--- config.mk ---
export PLATFORM = sky130hd
export DESIGN_NAME = jpds_front
export DESIGN_NICKNAME = d
export VERILOG_FILES = /design/src/hw/rtl/jpds_pkg.sv /design/src/hw/rtl/jpds_front.sv
export SDC_FILE = /design/constraint.sdc
export NUM_CORES = 2
export LEC_CHECK = 0
export ABC_AREA = 1
export ABC_CLOCK_PERIOD_IN_PS = 14700
export BUFFER_PORTS_ARGS = -buffer_cell sky130_fd_sc_hd__buf_2
export CELL_PAD_IN_SITES_DETAIL_PLACEMENT = 0
export CELL_PAD_IN_SITES_GLOBAL_PLACEMENT = 2
export CORE_AREA = 2 2 562 564
export DETAILED_ROUTE_END_ITERATION = 12
export DIE_AREA = 0 0 564 566
export GPL_TIMING_DRIVEN = 0
export HOLD_SLACK_MARGIN = 0.05
export PLACE_DENSITY = 0.59
export SETUP_SLACK_MARGIN = 0.4
export SKIP_LAST_GASP = 1
export SLEW_MARGIN = 15
export SYNTH_ARGS = -nofsm -noshare
export SYNTH_HDL_FRONTEND = slang
export SYNTH_SLANG_ARGS = --single-unit
--- constraint.sdc ---
create_clock -name i_clk -period 14.7 [get_ports i_clk]
set_input_delay 1.47 -clock i_clk [delete_from_list [all_inputs] [get_ports i_clk]]
set_output_delay 1.47 -clock i_clk [all_outputs]
set_load 0.05 [all_outputs]
--- src/hw/rtl/jpds_pkg.sv ---
`default_nettype none
// ----------------------------------------------------------------------------
// jpds_pkg
// Types and constants shared by the joint servo front end, queue and back end.
// ----------------------------------------------------------------------------
package jpds_pkg;

    localparam int JOINT_W  = 5;
    localparam int ANGLE_W  = 32;
    localparam int GAIN_W   = 16;
    localparam int CFG_W    = 16;
    localparam int CIDX_W   = 2;

    // configuration register indexes
    localparam logic [CIDX_W-1:0] CFG_HW_POS_GAIN = 2'd0;
    localparam logic [CIDX_W-1:0] CFG_HW_VEL_GAIN = 2'd1;
    localparam logic [CIDX_W-1:0] CFG_INV_STEP    = 2'd2;

    localparam logic [CFG_W-1:0] HW_POS_GAIN_RST = 16'd5000;
    localparam logic [CFG_W-1:0] HW_VEL_GAIN_RST = 16'd100;
    localparam logic [CFG_W-1:0] INV_STEP_RST    = 16'd1000;

    // control modes
    localparam logic [1:0] MODE_POS     = 2'd0;
    localparam logic [1:0] MODE_POS_TRQ = 2'd1;
    localparam logic [1:0] MODE_POS_FF  = 2'd2;
    localparam logic [1:0] MODE_NONE    = 2'd3;

    // servo command bits
    localparam int CMD_ON_BIT  = 0;
    localparam int CMD_OFF_BIT = 1;

    // job queue between front and back
    localparam int QDEPTH = 2;
    localparam int QPTR_W = $clog2(QDEPTH);
    localparam int QCNT_W = $clog2(QDEPTH + 1);

    typedef struct packed {
        logic [CFG_W-1:0] hw_pos_gain;
        logic [CFG_W-1:0] hw_vel_gain;
        logic [CFG_W-1:0] inv_step;
    } t_cfg;

    typedef struct packed {
        logic [JOINT_W-1:0]        joint;
        logic signed [ANGLE_W:0]   pos_err;   // qref - act
        logic signed [ANGLE_W+1:0] vel_err;   // change of qref minus change of act
        logic [ANGLE_W-1:0]        trq_ref;
        logic [GAIN_W-2:0]         pos_gain;  // clamped at zero
        logic [GAIN_W-2:0]         vel_gain;
        logic [GAIN_W-2:0]         trq_gain;
        logic                      active;
        logic                      ff_en;
        logic                      power_on;
    } t_job;

endpackage
`default_nettype wire

--- src/hw/rtl/jpds_front.sv ---
`default_nettype none
// ----------------------------------------------------------------------------
// jpds_front
// Accepts servo ticks, updates per-joint servo flags and previous angles,
// and hands the error terms to the job queue.
// ----------------------------------------------------------------------------
module jpds_front #(
    parameter int JOINT_COUNT = 32
) (
    input  wire logic                           i_clk,
    input  wire logic                           i_rst_n,
    input  wire logic                           i_valid,
    output logic                                o_ready,
    input  wire logic [jpds_pkg::JOINT_W-1:0]   i_joint,
    input  wire logic [jpds_pkg::ANGLE_W-1:0]   i_measured_angle,
    input  wire logic [jpds_pkg::ANGLE_W-1:0]   i_reference_angle,
    input  wire logic [jpds_pkg::ANGLE_W-1:0]   i_reference_torque,
    input  wire logic [1:0]                     i_servo_command,
    input  wire logic                           i_joint_enabled,
    input  wire logic                           i_loopback_mode,
    input  wire logic [1:0]                     i_control_mode,
    input  wire logic [jpds_pkg::GAIN_W-1:0]    i_position_gain,
    input  wire logic [jpds_pkg::GAIN_W-1:0]    i_velocity_gain,
    input  wire logic [jpds_pkg::GAIN_W-1:0]    i_torque_gain,
    output logic                                o_push,
    output jpds_pkg::t_job                      o_job,
    input  wire logic                           i_q_full
);
    import jpds_pkg::*;

    localparam int IDX_W = (JOINT_COUNT > 1) ? $clog2(JOINT_COUNT) : 1;
    localparam int EXT_W = (IDX_W > JOINT_W) ? IDX_W : JOINT_W;

    localparam logic [1:0] F_IDLE = 2'd0;
    localparam logic [1:0] F_READ = 2'd1;
    localparam logic [1:0] F_CALC = 2'd2;

    logic [1:0]             r_state;
    logic [1:0]             n_state;

    logic [JOINT_W-1:0]     r_joint;
    logic [ANGLE_W-1:0]     r_act;
    logic [ANGLE_W-1:0]     r_ref;
    logic [ANGLE_W-1:0]     r_rtq;
    logic [1:0]             r_cmd;
    logic                   r_en;
    logic                   r_loop;
    logic [1:0]             r_mode;
    logic [GAIN_W-1:0]      r_pg;
    logic [GAIN_W-1:0]      r_vg;
    logic [GAIN_W-1:0]      r_tg;

    logic [ANGLE_W-1:0]     ref_mem  [JOINT_COUNT];
    logic [ANGLE_W-1:0]     meas_mem [JOINT_COUNT];
    logic [ANGLE_W-1:0]     r_rd_ref;
    logic [ANGLE_W-1:0]     r_rd_meas;
    logic [JOINT_COUNT-1:0] r_vld;
    logic [JOINT_COUNT-1:0] r_flags;

    logic [EXT_W-1:0]       joint_ext;
    logic [IDX_W-1:0]       idx;
    logic                   in_range;
    logic                   old_flag;
    logic                   new_flag;
    logic [ANGLE_W-1:0]     prev_ref;
    logic [ANGLE_W-1:0]     prev_meas;
    logic [ANGLE_W-1:0]     qref;
    logic signed [ANGLE_W+1:0] d_ref;
    logic signed [ANGLE_W+1:0] d_act;
    logic                   wr_en;

    assign joint_ext = EXT_W'(r_joint);
    assign idx       = joint_ext[IDX_W-1:0];
    assign in_range  = (32'(r_joint) < 32'(JOINT_COUNT));
    assign o_ready   = (r_state == F_IDLE);

    always_comb begin
        old_flag  = r_flags[idx];
        new_flag  = old_flag;
        if (r_cmd[CMD_OFF_BIT]) begin
            new_flag = 1'b0;
        end else if (r_cmd[CMD_ON_BIT] && r_en) begin
            new_flag = 1'b1;
        end
        prev_ref  = r_vld[idx] ? r_rd_ref  : '0;
        prev_meas = r_vld[idx] ? r_rd_meas : '0;
        // loopback tracks the last measured angle
        qref      = r_loop ? prev_meas : r_ref;
        d_ref     = {{2{qref[ANGLE_W-1]}}, qref} - {{2{prev_ref[ANGLE_W-1]}}, prev_ref};
        d_act     = {{2{r_act[ANGLE_W-1]}}, r_act} - {{2{prev_meas[ANGLE_W-1]}}, prev_meas};

        o_job.joint      = r_joint;
        o_job.pos_err    = {qref[ANGLE_W-1], qref} - {r_act[ANGLE_W-1], r_act};
        o_job.vel_err    = d_ref - d_act;
        o_job.trq_ref    = r_rtq;
        o_job.pos_gain   = r_pg[GAIN_W-1] ? '0 : r_pg[GAIN_W-2:0];
        o_job.vel_gain   = r_vg[GAIN_W-1] ? '0 : r_vg[GAIN_W-2:0];
        o_job.trq_gain   = r_tg[GAIN_W-1] ? '0 : r_tg[GAIN_W-2:0];
        o_job.active     = in_range && new_flag && !r_loop && (r_mode != MODE_NONE);
        o_job.ff_en      = (r_mode == MODE_POS_TRQ) || (r_mode == MODE_POS_FF);
        o_job.power_on   = in_range && new_flag;
    end

    assign o_push = (r_state == F_CALC) && !i_q_full;
    assign wr_en  = o_push && in_range;

    always_comb begin
        n_state = r_state;
        unique case (r_state)
            F_IDLE: begin
                if (i_valid) begin
                    n_state = F_READ;
                end
            end
            F_READ: n_state = F_CALC;
            F_CALC: begin
                if (!i_q_full) begin
                    n_state = F_IDLE;
                end
            end
            default: n_state = F_IDLE;
        endcase
    end

    always_ff @(posedge i_clk) begin
        if (!i_rst_n) begin
            r_state <= F_IDLE;
            r_vld   <= '0;
            r_flags <= '1;
        end else begin
            r_state <= n_state;
            if (wr_en) begin
                r_vld[idx]   <= 1'b1;
                r_flags[idx] <= new_flag;
            end
        end
    end

    always_ff @(posedge i_clk) begin
        if (i_valid && o_ready) begin
            r_joint <= i_joint;
            r_act   <= i_measured_angle;
            r_ref   <= i_reference_angle;
            r_rtq   <= i_reference_torque;
            r_cmd   <= i_servo_command;
            r_en    <= i_joint_enabled;
            r_loop  <= i_loopback_mode;
            r_mode  <= i_control_mode;
            r_pg    <= i_position_gain;
            r_vg    <= i_velocity_gain;
            r_tg    <= i_torque_gain;
        end
    end

    always_ff @(posedge i_clk) begin
        if (wr_en) begin
            ref_mem[idx]  <= qref;
            meas_mem[idx] <= r_act;
        end
        if (r_state == F_READ) begin
            r_rd_ref  <= ref_mem[idx];
            r_rd_meas <= meas_mem[idx];
        end
    end

endmodule
`default_nettype wire

==> impl_metrics.ini <==
[status]
outcome = finished, final reports clean

[sta]
finalHoldViolCount = 0
relSlewSlack_pct = 12.1
drv_slew = 0
setup_violations = 0
fin_ws_ps = 5610
fmax_mhz = 110
worst_pin_slew_ps = 1320
clock_skew_ps = 69.3
final.min_clock_period_ps = 9090
rsz0062_at_grt = false
finalCritPeriodShare_pct = 61.8

[power_and_ir_drop]
p_total_w = 0.0155
max-vdd-ir-drop_v = 0.000103
cellLeakagePower_nw = 42.1
powerDensity_mw_per_mm2 = 135

[cells_and_area]
drive_gt1_share_pct = 16.0
nFillCells = 30480
final_util_pct = 36.5
multi_input_area_sq_mm = 0.0212
regArea_sq_mm = 0.0694
area_growth_pct = 22.3
nets = 8122
final_cells = 12226

[yosys]
synth_fp_nets = 7276
synth_fa_ha_area_share_pct = 2.31
synth_warnings = 0
netlist_area_sq_mm = 0.0935
synth_top_area_share_pct = 72.8
synth_compound_area_share_pct = 9.02
yosysSeqAreaShare_pct = 74.2
ys.flop_type = edfxtp_1
ys_ff_latch = 2333
synth_xor_area_share_pct = 0.300
async_flop_share_pct = 0
synthMuxAreaShare_pct = 0
synth_top_family_by_area = simple AND/OR/NAND/NOR gates
synthTopCellsByArea = edfxtp_1 73%, a22oi_1 8.2%, nand2_1 7.4%, inv_1 1.8%, nor2_1 1.8%
synth.distinct_cells = 31
yosys.area.top_type = edfxtp_1
yosys.area_share.simple_pct = 10.7
netlist_instances = 6984
synth_edf_count = 2267
syn_avg_cell_area_sq_um = 13.4

[clock_tree]
cts_setup_buffers = 0
clk_latency_ps = 930
htreeDepth = 4
cts_buffers = 249
hold_buffers = 0
clkTransAtPathRegs_ps = 60
cts_buffer_depth = 4
cts_tree = built
cts_resized = 0
clock-root-buffer = clkbuf_16
cts.sinks = 2333

[worst_setup_path]
path_max_fanout = 10
end_kind = output pin
cp-start-kind = flop
crit_top_cell = nand2_1
crit_required_ps = 13230
slowest_delay_ps = 780
criticalPathCategory = reg2out
cp_slowest_cell = nor3_1
arrival_ps = 7620

[die]
die_area_sq_mm = 0.319
ios = 313
die_h_microns = 566
die_w_microns = 564
core_sq_mm = 0.313
fp-row-count = 206
start_util_pct = 29.8

[routing]
vias_per_cell = 5.17
remaining_drc_errors = 0
drtAntennaViolNets = 0
wire_per_inst_microns = 32.2
drt-initial-drc-count = 7590
wl_microns = 393000
vias = 63234
drt_pass1_iterations = 8

[global_route]
grt_pass1_wl_microns = 529000
overflow = 0
grt_max_degree = 34
first_global_vias = 61618
grt_antenna_before_repair = 55
track_usage_pct = 24.1

[placement]
dp_slack_ps = 6520
dp.cells = 11739
dp_hpwl_microns = 283000
port_buffers = 312
place.gp.congestion = 0.835

[min_path]
hold_path.class = reg2reg

[run]
drv_cap = 0
-- metal layers --
layer | track usage [%] | vias up | wire (microns)
met1 | 33.8 | 32934 | 171000
met3 | 3.43 | 436 | 27000
met2 | 38.3 | 2727 | 181000
met4 | 7.93 | 0 | 14100
li1 | - | 27137 | -
met5 | 0 | - | 0
-- layout by cell type, fill, tap and decap left out, drive strengths merged, types with 66 or more instances in the layout --
cell type  count
clkbuf       390
clkinv       113
nand4         69
ha            67
a21oi         91
a22oi       1024
edfxtp      2267
fa            66
nand3        118
nor2         440
nand2       1843
buf          834
inv          467
dfxtp         66
-- cells by family (layout without fill, tap and decap cells) --
kind of cell,after synthesis,in the layout
simple gates,2533,2533
flops,2333,2333
compound gates,1169,1169
buf+inv,784,1832
fa+ha+maj,133,133
xor+xnor,32,32
other cells,0,34
-- critical path: cells and delay by family, from the launching register on --
family	cells	cell delay [ps]
AND/OR/NAND/NOR	16	3080
adder cells (fa/ha/maj)	4	1740
buffers and inverters	8	1380
flip-flops	1	490
-- area by class of cell --
type	count	area share [%]
diodes	34	0.0744
flip-flops and latches	2333	60.7
clock inverters	151	1.08
clock buffers	302	5.67
multi-input cells	3867	18.5
well taps	4160	4.55
inverters	457	1.50
plain buffers	327	1.38
repair buffers	595	6.52
-- state kept, by name, summed over array words and instances, names as in the netlist --
name       flops
r_ref         32
r_mode         2
r_pg          16
meas_mem    1024
r_rd_meas     32
r_vld         32
ref_mem     1024
r_en           1
r_rtq         32
r_state        2
r_flags       32
r_vg          16
r_cmd          2
r_rd_ref      32
r_loop         1
r_act         32
idx            5
r_tg          16
-- cells in the mapped netlist (6+ instances only) --
cell and instances:
buf_1 28, buf_2 196, ha_1 67, buf_4 11, nand2_2 6, or2_2 30, nand2_1 1837, dfxtp_1 66
xor2_1 30, o21bai_1 6, nor3_1 28, fa_1 66, o21ai_0 44, a21oi_1 91, a22oi_1 1024, nand4_1 69
nand3_1 118, inv_2 6, nor2_1 438, edfxtp_1 2267, clkbuf_1 88, inv_1 450
-- worst paths after layout --
check | startpoint | to | slack, ps | cells after the start
max | idx[2] | o_job[110] | 5610 | 28
min | r_vld[22] | r_vld[22] | 460 | 2
max reg2reg | idx[4] | ref_mem[3][26] | 10400 | 8
min reg2reg | r_vld[22] | r_vld[22] | 460 | 2
-- power by group --
group          switching (W)  internal, W
clock network        0.00269      0.00343
registers          0.0000559      0.00738
logic                0.00147     0.000465
total                0.00422       0.0113
-- through the flow --
stage               hold slack [ps]  TNS (ps)  instance area (sq um)
floorplan                       431         0                  93500
global placement                448   -833650                 100000
detailed placement              455         0                 107000
CTS                             463         0                 114000
global route                    481         0                 114000
finish                          463         0                 114000
(Power assumes the default switching activity.)
