==> config.mk <==
export PLATFORM = sky130hd
export DESIGN_NAME = jpds_queue
export DESIGN_NICKNAME = d
export VERILOG_FILES = /design/src/hw/rtl/jpds_pkg.sv /design/src/hw/rtl/jpds_queue.sv
export SDC_FILE = /design/constraint.sdc
export NUM_CORES = 1
export LEC_CHECK = 0
export BUFFER_PORTS_ARGS = -buffer_cell sky130_fd_sc_hd__clkbuf_2
export CAP_MARGIN = 25
export CORE_ASPECT_RATIO = 0.6
export CORE_MARGIN = 2
export CORE_UTILIZATION = 50
export CTS_BUF_LIST = sky130_fd_sc_hd__clkbuf_16
export DETAILED_ROUTE_END_ITERATION = 12
export PLACE_DENSITY = 0.86
export SLEW_MARGIN = 20
export SYNTH_ARGS = -nofsm -noshare
export SYNTH_HDL_FRONTEND = slang
export SYNTH_SLANG_ARGS = --single-unit
==> constraint.sdc <==
create_clock -name i_clk -period 26.3 [get_ports i_clk]
set_clock_uncertainty 0.2 [all_clocks]
set_input_delay 3.945 -clock i_clk [delete_from_list [all_inputs] [get_ports i_clk]]
set_output_delay 3.945 -clock i_clk [all_outputs]
set_load 0.01 [all_outputs]
==> src/hw/rtl/jpds_pkg.sv <==
`default_nettype none
// ----------------------------------------------------------------------------
// jpds_pkg
// Types and constants shared by the joint servo front end, queue and back end.
// ----------------------------------------------------------------------------
package jpds_pkg;

    localparam int JOINT_W  = 5;
    localparam int ANGLE_W  = 32;
    localparam int GAIN_W   = 16;
    localparam int CFG_W    = 16;
    localparam int CIDX_W   = 2;

    // configuration register indexes
    localparam logic [CIDX_W-1:0] CFG_HW_POS_GAIN = 2'd0;
    localparam logic [CIDX_W-1:0] CFG_HW_VEL_GAIN = 2'd1;
    localparam logic [CIDX_W-1:0] CFG_INV_STEP    = 2'd2;

    localparam logic [CFG_W-1:0] HW_POS_GAIN_RST = 16'd5000;
    localparam logic [CFG_W-1:0] HW_VEL_GAIN_RST = 16'd100;
    localparam logic [CFG_W-1:0] INV_STEP_RST    = 16'd1000;

    // control modes
    localparam logic [1:0] MODE_POS     = 2'd0;
    localparam logic [1:0] MODE_POS_TRQ = 2'd1;
    localparam logic [1:0] MODE_POS_FF  = 2'd2;
    localparam logic [1:0] MODE_NONE    = 2'd3;

    // servo command bits
    localparam int CMD_ON_BIT  = 0;
    localparam int CMD_OFF_BIT = 1;

    // job queue between front and back
    localparam int QDEPTH = 2;
    localparam int QPTR_W = $clog2(QDEPTH);
    localparam int QCNT_W = $clog2(QDEPTH + 1);

    typedef struct packed {
        logic [CFG_W-1:0] hw_pos_gain;
        logic [CFG_W-1:0] hw_vel_gain;
        logic [CFG_W-1:0] inv_step;
    } t_cfg;

    typedef struct packed {
        logic [JOINT_W-1:0]        joint;
        logic signed [ANGLE_W:0]   pos_err;   // qref - act
        logic signed [ANGLE_W+1:0] vel_err;   // change of qref minus change of act
        logic [ANGLE_W-1:0]        trq_ref;
        logic [GAIN_W-2:0]         pos_gain;  // clamped at zero
        logic [GAIN_W-2:0]         vel_gain;
        logic [GAIN_W-2:0]         trq_gain;
        logic                      active;
        logic                      ff_en;
        logic                      power_on;
    } t_job;

endpackage
`default_nettype wire

==> src/hw/rtl/jpds_queue.sv <==
`default_nettype none
// ----------------------------------------------------------------------------
// jpds_queue
// Small job queue that decouples the classifying front end from the back end.
// ----------------------------------------------------------------------------
module jpds_queue (
    input  wire logic          i_clk,
    input  wire logic          i_rst_n,
    input  wire logic          i_push,
    input  wire jpds_pkg::t_job i_data,
    output logic               o_full,
    input  wire logic          i_pop,
    output logic               o_nempty,
    output jpds_pkg::t_job     o_data
);
    import jpds_pkg::*;

    t_job              r_mem [QDEPTH];
    logic [QPTR_W-1:0] r_wptr;
    logic [QPTR_W-1:0] r_rptr;
    logic [QCNT_W-1:0] r_count;

    assign o_full   = (r_count == QCNT_W'(QDEPTH));
    assign o_nempty = (r_count != '0);
    assign o_data   = r_mem[r_rptr];

    always_ff @(posedge i_clk) begin
        if (i_push) begin
            r_mem[r_wptr] <= i_data;
        end
    end

    always_ff @(posedge i_clk) begin
        if (!i_rst_n) begin
            r_wptr  <= '0;
            r_rptr  <= '0;
            r_count <= '0;
        end else begin
            if (i_push) begin
                r_wptr <= r_wptr + 1'b1;
            end
            if (i_pop) begin
                r_rptr <= r_rptr + 1'b1;
            end
            if (i_push && !i_pop) begin
                r_count <= r_count + 1'b1;
            end else if (i_pop && !i_push) begin
                r_count <= r_count - 1'b1;
            end
        end
    end

    a_no_overflow: assert property (@(posedge i_clk) disable iff (!i_rst_n)
        !(i_push && o_full && !i_pop))
        else $error("job queue written while full");

    a_no_underflow: assert property (@(posedge i_clk) disable iff (!i_rst_n)
        i_pop |-> o_nempty)
        else $error("job queue read while empty");

endmodule
`default_nettype wire

==> flow_summary_export.csv, run 1 <==
group,metric,value,unit
synthesis,synth_seq_cells,309,
die,initial_core_util,51.5,%
setup_path,regToRegSetupSlack,23.95,ns
setup_path,cp.arrival,2.57,ns
global_route,grt_overflow,0,
synthesis,yosysWarnings,0,
flow_run,drv_cap,0,
worst_hold_path,hp-start,"r_count[1]",
run_status,status,"finished clean",
cells_and_area,nFillCells,1526,
timing,rsz0062_at_grt,"false",
timing,min_period,6.71,ns
synthesis,synth_cell_type_count,17,
synthesis,synth_nets,652,
routing,wl_met2,10900,µm
worst_hold_path,holdPathStages,2,
global_route,antenna_found_initial,0,
placed_design,place_congestion,0.753,
routing,post_drt_wl_per_cell,20.0,µm
cells_and_area,post-route-util,64.0,%
routing,top_layer_used,"met4",
clocking,cts_setup_buffers,0,
setup_path,worst-setup-path-type,"flip-flop to output pin",
routing,wl,23000,µm
global_route,grt_max_degree,154,
global_route,first_global_vias,6035,
clocking,cts.sinks,309,
setup_path,cp_max_fo,55,
placed_design,hpwl,15500,µm
synthesis,synthesis.area,11500,µm²
routing,drc,0,
die,rows,42,
die,die_area,24300,µm²
placed_design,post-place-ws,20.07,ns
die,io_pins,310,
synthesis,syn_area_per_cell,23.2,µm²
routing,wl_met3,2330,µm
die,die_width,200,µm
timing,slew_violations,0,
cells_and_area,antenna_cells,0,
setup_path,r2r-start,"r_wptr",
worst_hold_path,min_to,"r_count[1]",
setup_path,r2r-end,"r_mem[1][12]",
power,peakVddDrop,54.9,µV
clocking,insertion_delay,0.53,ns
cells_and_area,syn_to_final_growth,24.2,%
clocking,clockBufferDepth,3,
die,core_area,22300,µm²
timing,worst_slew_pin_slew,1.05,ns
cells_and_area,final_cell_area,14300,µm²
worst_hold_path,hp-class,"flip-flop to flip-flop",
clocking,cts_hold_buffers,0,
global_route,grt_use_total,18.3,%
timing,tns,0,ns
setup_path,crit_path_end_kind,"output pin",
synthesis,synthCells,495,
clocking,cts-buffers-inserted,27,
power,leakagePower,5.61,nW
placed_design,place_area,13400,µm²
clocking,clkTransAtPathRegs,0.06,ns
cells_and_area,layout-drive-gt1-share,60.7,%
routing,via_per_inst,5.05,
clocking,cts_resized,0,
timing,setup_viol,0,
timing,hold_viol_final,0,
clocking,cts-root-buf,"clkbuf_16",
synthesis,ys_seq_area_share,80.2,%
routing,firstDrtPassIters,6,
clocking,htree_levels,1,
setup_path,crit_required,22.16,ns
setup_path,reg2reg_depth,2,
routing,routedLengthMet1,9270,µm
global_route,grt_pass1_wl,32900,µm
cells_and_area,fin_nets,979,
routing,ant_nets,0,
timing,relSlewSlack,29.7,%
power,powerDensity,77.0,nW/µm²
timing,fin_crit_sh,25.5,%
routing,vias,5811,
placed_design,place.port_buffers,309,
setup_path,crit_path_start_kind,"flip-flop",
die,die_h,122,µm
routing,drt_iter0_markers,312,
clocking,cts_tree,"built",
timing,timing.final.ws_setup,19.59,ns
timing,fmax,0.149,GHz
==> layout make-up <==
class,instances,area (µm²),share of cell area [%]
sequential,309,9230,64.6
multi-input combinational,168,2140,15.0
timing repair buffer,315,1620,11.4
clock buffer,27,676,4.73
tap,308,385,2.70
clock inverter,22,229,1.60
inverter,1,3.75,0.0263
==> cells in the final DEF (no fill, tap or decap), types with 5 or more instances in the layout <==
cell,count
bufinv_16,5
clkbuf_16,27
clkbuf_2,309
clkinv_1,6
clkinv_2,6
edfxtp_1,304
mux2_2,72
mux2_4,80
==> kinds of logic after synthesis <==
kind of cell | Yosys count | share of synthesized area [%]
flip-flops | 309 | 80.2
multiplexers | 152 | 17.5
buffers and inverters | 18 | 1.32
AND/OR/NAND/NOR | 9 | 0.489
AO/OA/AOI/OAI | 3 | 0.174
XOR/XNOR | 3 | 0.228
adder cells (fa/ha/maj) | 1 | 0.109
==> synth_stat cells <==
| cell | number | area (µm²) |
|---|---|---|
| dfxtp_1 | 5 | 100 |
| and2_1 | 4 | 25.0 |
| a21boi_0 | 1 | 7.51 |
| mux2_4 | 80 | 1200 |
| nor2b_1 | 3 | 18.8 |
| edfxtp_1 | 304 | 9130 |
| inv_1 | 1 | 3.75 |
| or3_1 | 1 | 6.26 |
| mux2_2 | 72 | 811 |
| buf_6 | 10 | 113 |
| o21ai_0 | 1 | 5.00 |
| o21a_1 | 1 | 7.51 |
| buf_2 | 7 | 35.0 |
| xor2_1 | 2 | 17.5 |
| ha_1 | 1 | 12.5 |
| or2_2 | 1 | 6.26 |
| xnor2_1 | 1 | 8.76 |
==> metal layers <==
metal / global-route usage [%] / up-vias
li1: - / 2630
met1: 22.7 / 2884
met2: 30.7 / 261
met3: 7.00 / 36
met4: 4.40 / 0
met5: 0 / -
==> where the power goes <==
part / switching, mW / total [mW] / internal [mW]
registers: 0.00869 / 0.578 / 0.570
clock network: 0.167 / 0.403 / 0.235
logic: 0.0598 / 0.119 / 0.0591
==> metrics by stage <==
| step | power, mW | instances | hold WS (ns) |
|---|---|---|---|
| global placement | 0.703 | 1100 | 0.283 |
| global route | 1.14 | 1150 | 0.335 |
| CTS | 1.11 | 1149 | 0.304 |
| floorplan | 0.662 | 495 | 0.268 |
| detailed placement | 0.708 | 1100 | 0.298 |
| finish | 1.10 | 1150 | 0.306 |
==> flip-flops by register name, indices dropped and copies added, names as in the netlist, named ones only <==
| name | count |
|---|---|
| r_mem | 304 |
| r_count | 2 |
| r_rptr | 1 |
| r_wptr | 1 |
==> worst max path at each step <==
stage,from,endpoint,slack (ns)
final,flip-flop,o_data[107],19.59
after global routing,flip-flop,o_data[107],19.47
after CTS,flip-flop,o_data[138],19.46
after detailed placement,flip-flop,o_data[138],20.07
after global placement,flip-flop,o_data[138],20.07
after floorplan,i_push,r_mem[0][0],14.87
==> critical path, cell delays in order (launching register included) <==
cell	delay [ns]
dfxtp_4	0.60
buf_4	0.85
mux2_4	0.37
clkbuf_2	0.14
Note: power is estimated with default switching activity, not from simulation.
==> inputs of run 2 (changes only) <==
--- a/config.mk
+++ b/config.mk
@@ -5,14 +5,15 @@
 export SDC_FILE = /design/constraint.sdc
 export NUM_CORES = 1
 export LEC_CHECK = 0
+export ABC_AREA = 1
 export BUFFER_PORTS_ARGS = -buffer_cell sky130_fd_sc_hd__clkbuf_2
 export CAP_MARGIN = 25
 export CORE_ASPECT_RATIO = 0.6
 export CORE_MARGIN = 2
-export CORE_UTILIZATION = 50
+export CORE_UTILIZATION = 47
 export CTS_BUF_LIST = sky130_fd_sc_hd__clkbuf_16
 export DETAILED_ROUTE_END_ITERATION = 12
-export PLACE_DENSITY = 0.86
+export PLACE_DENSITY = 0.84
 export SLEW_MARGIN = 20
 export SYNTH_ARGS = -nofsm -noshare
 export SYNTH_HDL_FRONTEND = slang
==> constraint.sdc (replaced) <==
create_clock -name i_clk -period 5.8 [get_ports i_clk]
set_clock_uncertainty 0.2 [all_clocks]
set_input_delay 0.87 -clock i_clk [delete_from_list [all_inputs] [get_ports i_clk]]
set_output_delay 0.87 -clock i_clk [all_outputs]
set_load 0.01 [all_outputs]
==> run 2 against run 1 <==
Clock power increased to 4.1 times the previous value. First-iteration DRC count fell by 0.64%. Critical path type unchanged. Sequential share of layout area grew 0.35 points. Highest routed layer unchanged. Core utilization fell by 5.0 points.
==> flow_summary_export.csv, run 2 <==
group,metric,value,unit
run_status,status,"finished clean",
global_route,grt_max_degree,81,
power,p_clk_share,34.6,%
placed_design,place_congestion,0.736,
global_route,antenna_found_initial,1,
synthesis,synth_cell_type_count,14,
power,p_sw,1.04,mW
die,core_area,24100,µm²
die,die_width,206,µm
die,initial_core_util,47.8,%
die,die_h,125,µm
routing,wl,22300,µm
timing,setup_viol,0,
cells_and_area,largest_reg_flops,304,
global_route,grt_use_total,16.7,%
power,powerDensity,334,nW/µm²
synthesis,synthTopCellsByCount,"edfxtp_1 (304), mux2_4 (80), mux2_2 (72)",
clocking,cts-root-buf,"clkbuf_16",
timing,min_period,3.67,ns
power,peakVddDrop,246,µV
worst_hold_path,holdPathStages,1,
routing,post_drt_wl_per_cell,18.9,µm
placed_design,hpwl,15100,µm
global_route,grt_pass1_wl,32700,µm
synthesis,synth-edff-count,304,
power,leakagePower,5.60,nW
clocking,clockBufferDepth,3,
synthesis,synth_nets,665,
setup_path,r2r-end,"r_mem[1][15]",
synthesis,ys_seq_area_share,80.1,%
clocking,cts.sinks,309,
synthesis,yosysWarnings,0,
cells_and_area,regMostFlops,"r_mem",
clocking,cts-buffers-inserted,27,
die,rows,44,
die,die_area,25800,µm²
routing,firstDrtPassIters,4,
synthesis,synth_top_area_share,79.3,%
synthesis,synthCells,508,
routing,drc,0,
worst_hold_path,min_to,"r_mem[0][52]",
synthesis,yosysMostFrequentCell,"edfxtp_1",
clocking,cts_setup_buffers,0,
setup_path,worst-setup-path-type,"flip-flop to output pin",
clocking,cts_resized,0,
cells_and_area,nFillCells,1762,
die,io_pins,310,
cells_and_area,layout_common_cells,"clkbuf_2 (309), edfxtp_1 (304), mux2_4 (80)",
setup_path,crit_path_start_kind,"flip-flop",
worst_hold_path,hp-start,"i_data[52]",
setup_path,cp_max_fo,75,
synthesis,synth_seq_cells,309,
global_route,grt_overflow,0,
power,p_sw_share,21.8,%
setup_path,crit_path_end_kind,"output pin",
worst_hold_path,hp-class,"input port to flip-flop",
setup_path,r2r-start,"r_wptr",
synthesis,yosys.area.top_type,"edfxtp_1",
power,power,4.75,mW
setup_path,crit_required,4.73,ns
cells_and_area,reg_top3,"r_mem: 304 flops, r_count: 2 flops",
clocking,clkTransAtPathRegs,0.07,ns
power,intPower,3.71,mW
routing,ant_nets,0,
timing,worst_slew_pin_slew,1.01,ns
placed_design,place.port_buffers,309,
cells_and_area,syn_to_final_growth,23.4,%
timing,relSlewSlack,33.0,%
synthesis,synthesis.area,11500,µm²
timing,rsz0062_at_grt,"false",
clocking,cts_hold_buffers,0,
power,power_frac_comb,10.0,%
timing,hold_ws,0.319,ns
flow_run,drv_cap,0,
timing,hold_viol_final,0,
synthesis,synth.area.top_cells,"edfxtp_1 (79%), mux2_4 (10%), mux2_2 (7.0%)",
setup_path,regToRegSetupSlack,3.63,ns
setup_path,reg2reg_depth,3,
setup_path,cp.arrival,2.60,ns
timing,tns,0,ns
synthesis,ys_async_sr_fraction,0,%
clocking,htree_levels,1,
clocking,cts_tree,"built",
routing,drt_iter0_markers,310,
timing,slew_violations,0,
timing,fmax,0.273,GHz
power,p_seq_share,55.4,%
clocking,insertion_delay,0.53,ns
cells_and_area,layout-drive-gt1-share,59.4,%
synthesis,syn_area_per_cell,22.7,µm²
timing,fin_crit_sh,63.3,%
cells_and_area,fin_nets,992,
synthesis,ys.flop_type,"edfxtp_1",
global_route,first_global_vias,5861,
routing,via_per_inst,4.90,
cells_and_area,layout_commonest_cell,"clkbuf_2",
routing,vias,5769,
[run 2: layout make-up]
cell class | count | area (µm²) | area share [%]
diodes | 2 | 5.00 | 0.0352
well taps | 322 | 403 | 2.84
multi-input cells | 174 | 2120 | 14.9
clock inverters | 21 | 126 | 0.889
flip-flops and latches | 309 | 9230 | 65.0
repair buffers | 315 | 1620 | 11.4
inverters | 8 | 35.0 | 0.247
clock buffers | 27 | 676 | 4.75
[run 2: power groups by stage]
stage	clock network, mW	registers, mW	logic, mW
6_report	1.64	2.63	0.473
5_1_grt	1.78	2.64	0.507
4_1_cts	1.70	2.63	0.479
3_5_place_dp	0	2.68	0.477
3_3_place_gp	0	2.67	0.464
2_1_floorplan	0	2.67	0.286
[run 2: logic make-up after synthesis]
group           share of synthesized area [%]
fa+ha+maj                               0.109
compound gates                         0.0868
buf+inv                                  1.54
flops                                    80.1
mux                                      17.5
simple gates                            0.652
[run 2: worst max-delay path by stage]
| stage | start | endpoint | cells past startpoint |
|---|---|---|---|
| after floorplan | i_push | r_mem[0][0] | 2 |
| after global placement | flip-flop | o_data[42] | 3 |
| after detailed placement | flip-flop | o_data[37] | 3 |
| after CTS | flip-flop | o_data[37] | 3 |
| after global routing | flip-flop | o_data[33] | 3 |
| final | flip-flop | o_data[37] | 3 |
[run 2: through the flow]
stage,util [%],worst slack [ns],std cells,instance area [µm²]
after floorplan,-,0.317,508,11500
after global placement,55.6,2.64,1128,13400
after detailed placement,55.6,2.66,1128,13400
after CTS,58.9,2.07,1176,14200
after global routing,58.9,2.00,1176,14200
final,58.9,2.13,1178,14200
[run 2: critical path, cell delays in order (launching register included)]
cell	delay [ns]
dfxtp_4	0.98
buf_12	0.44
mux2_2	0.40
clkbuf_2	0.13
[run 2: routing by layer]
layer,GRT usage (%),vias to the layer above,wire length (µm)
li1,-,2657,-
met2,26.4,227,10400
met4,3.82,0,288
met3,5.32,29,1900
met5,0,-,0
met1,22.7,2856,9630
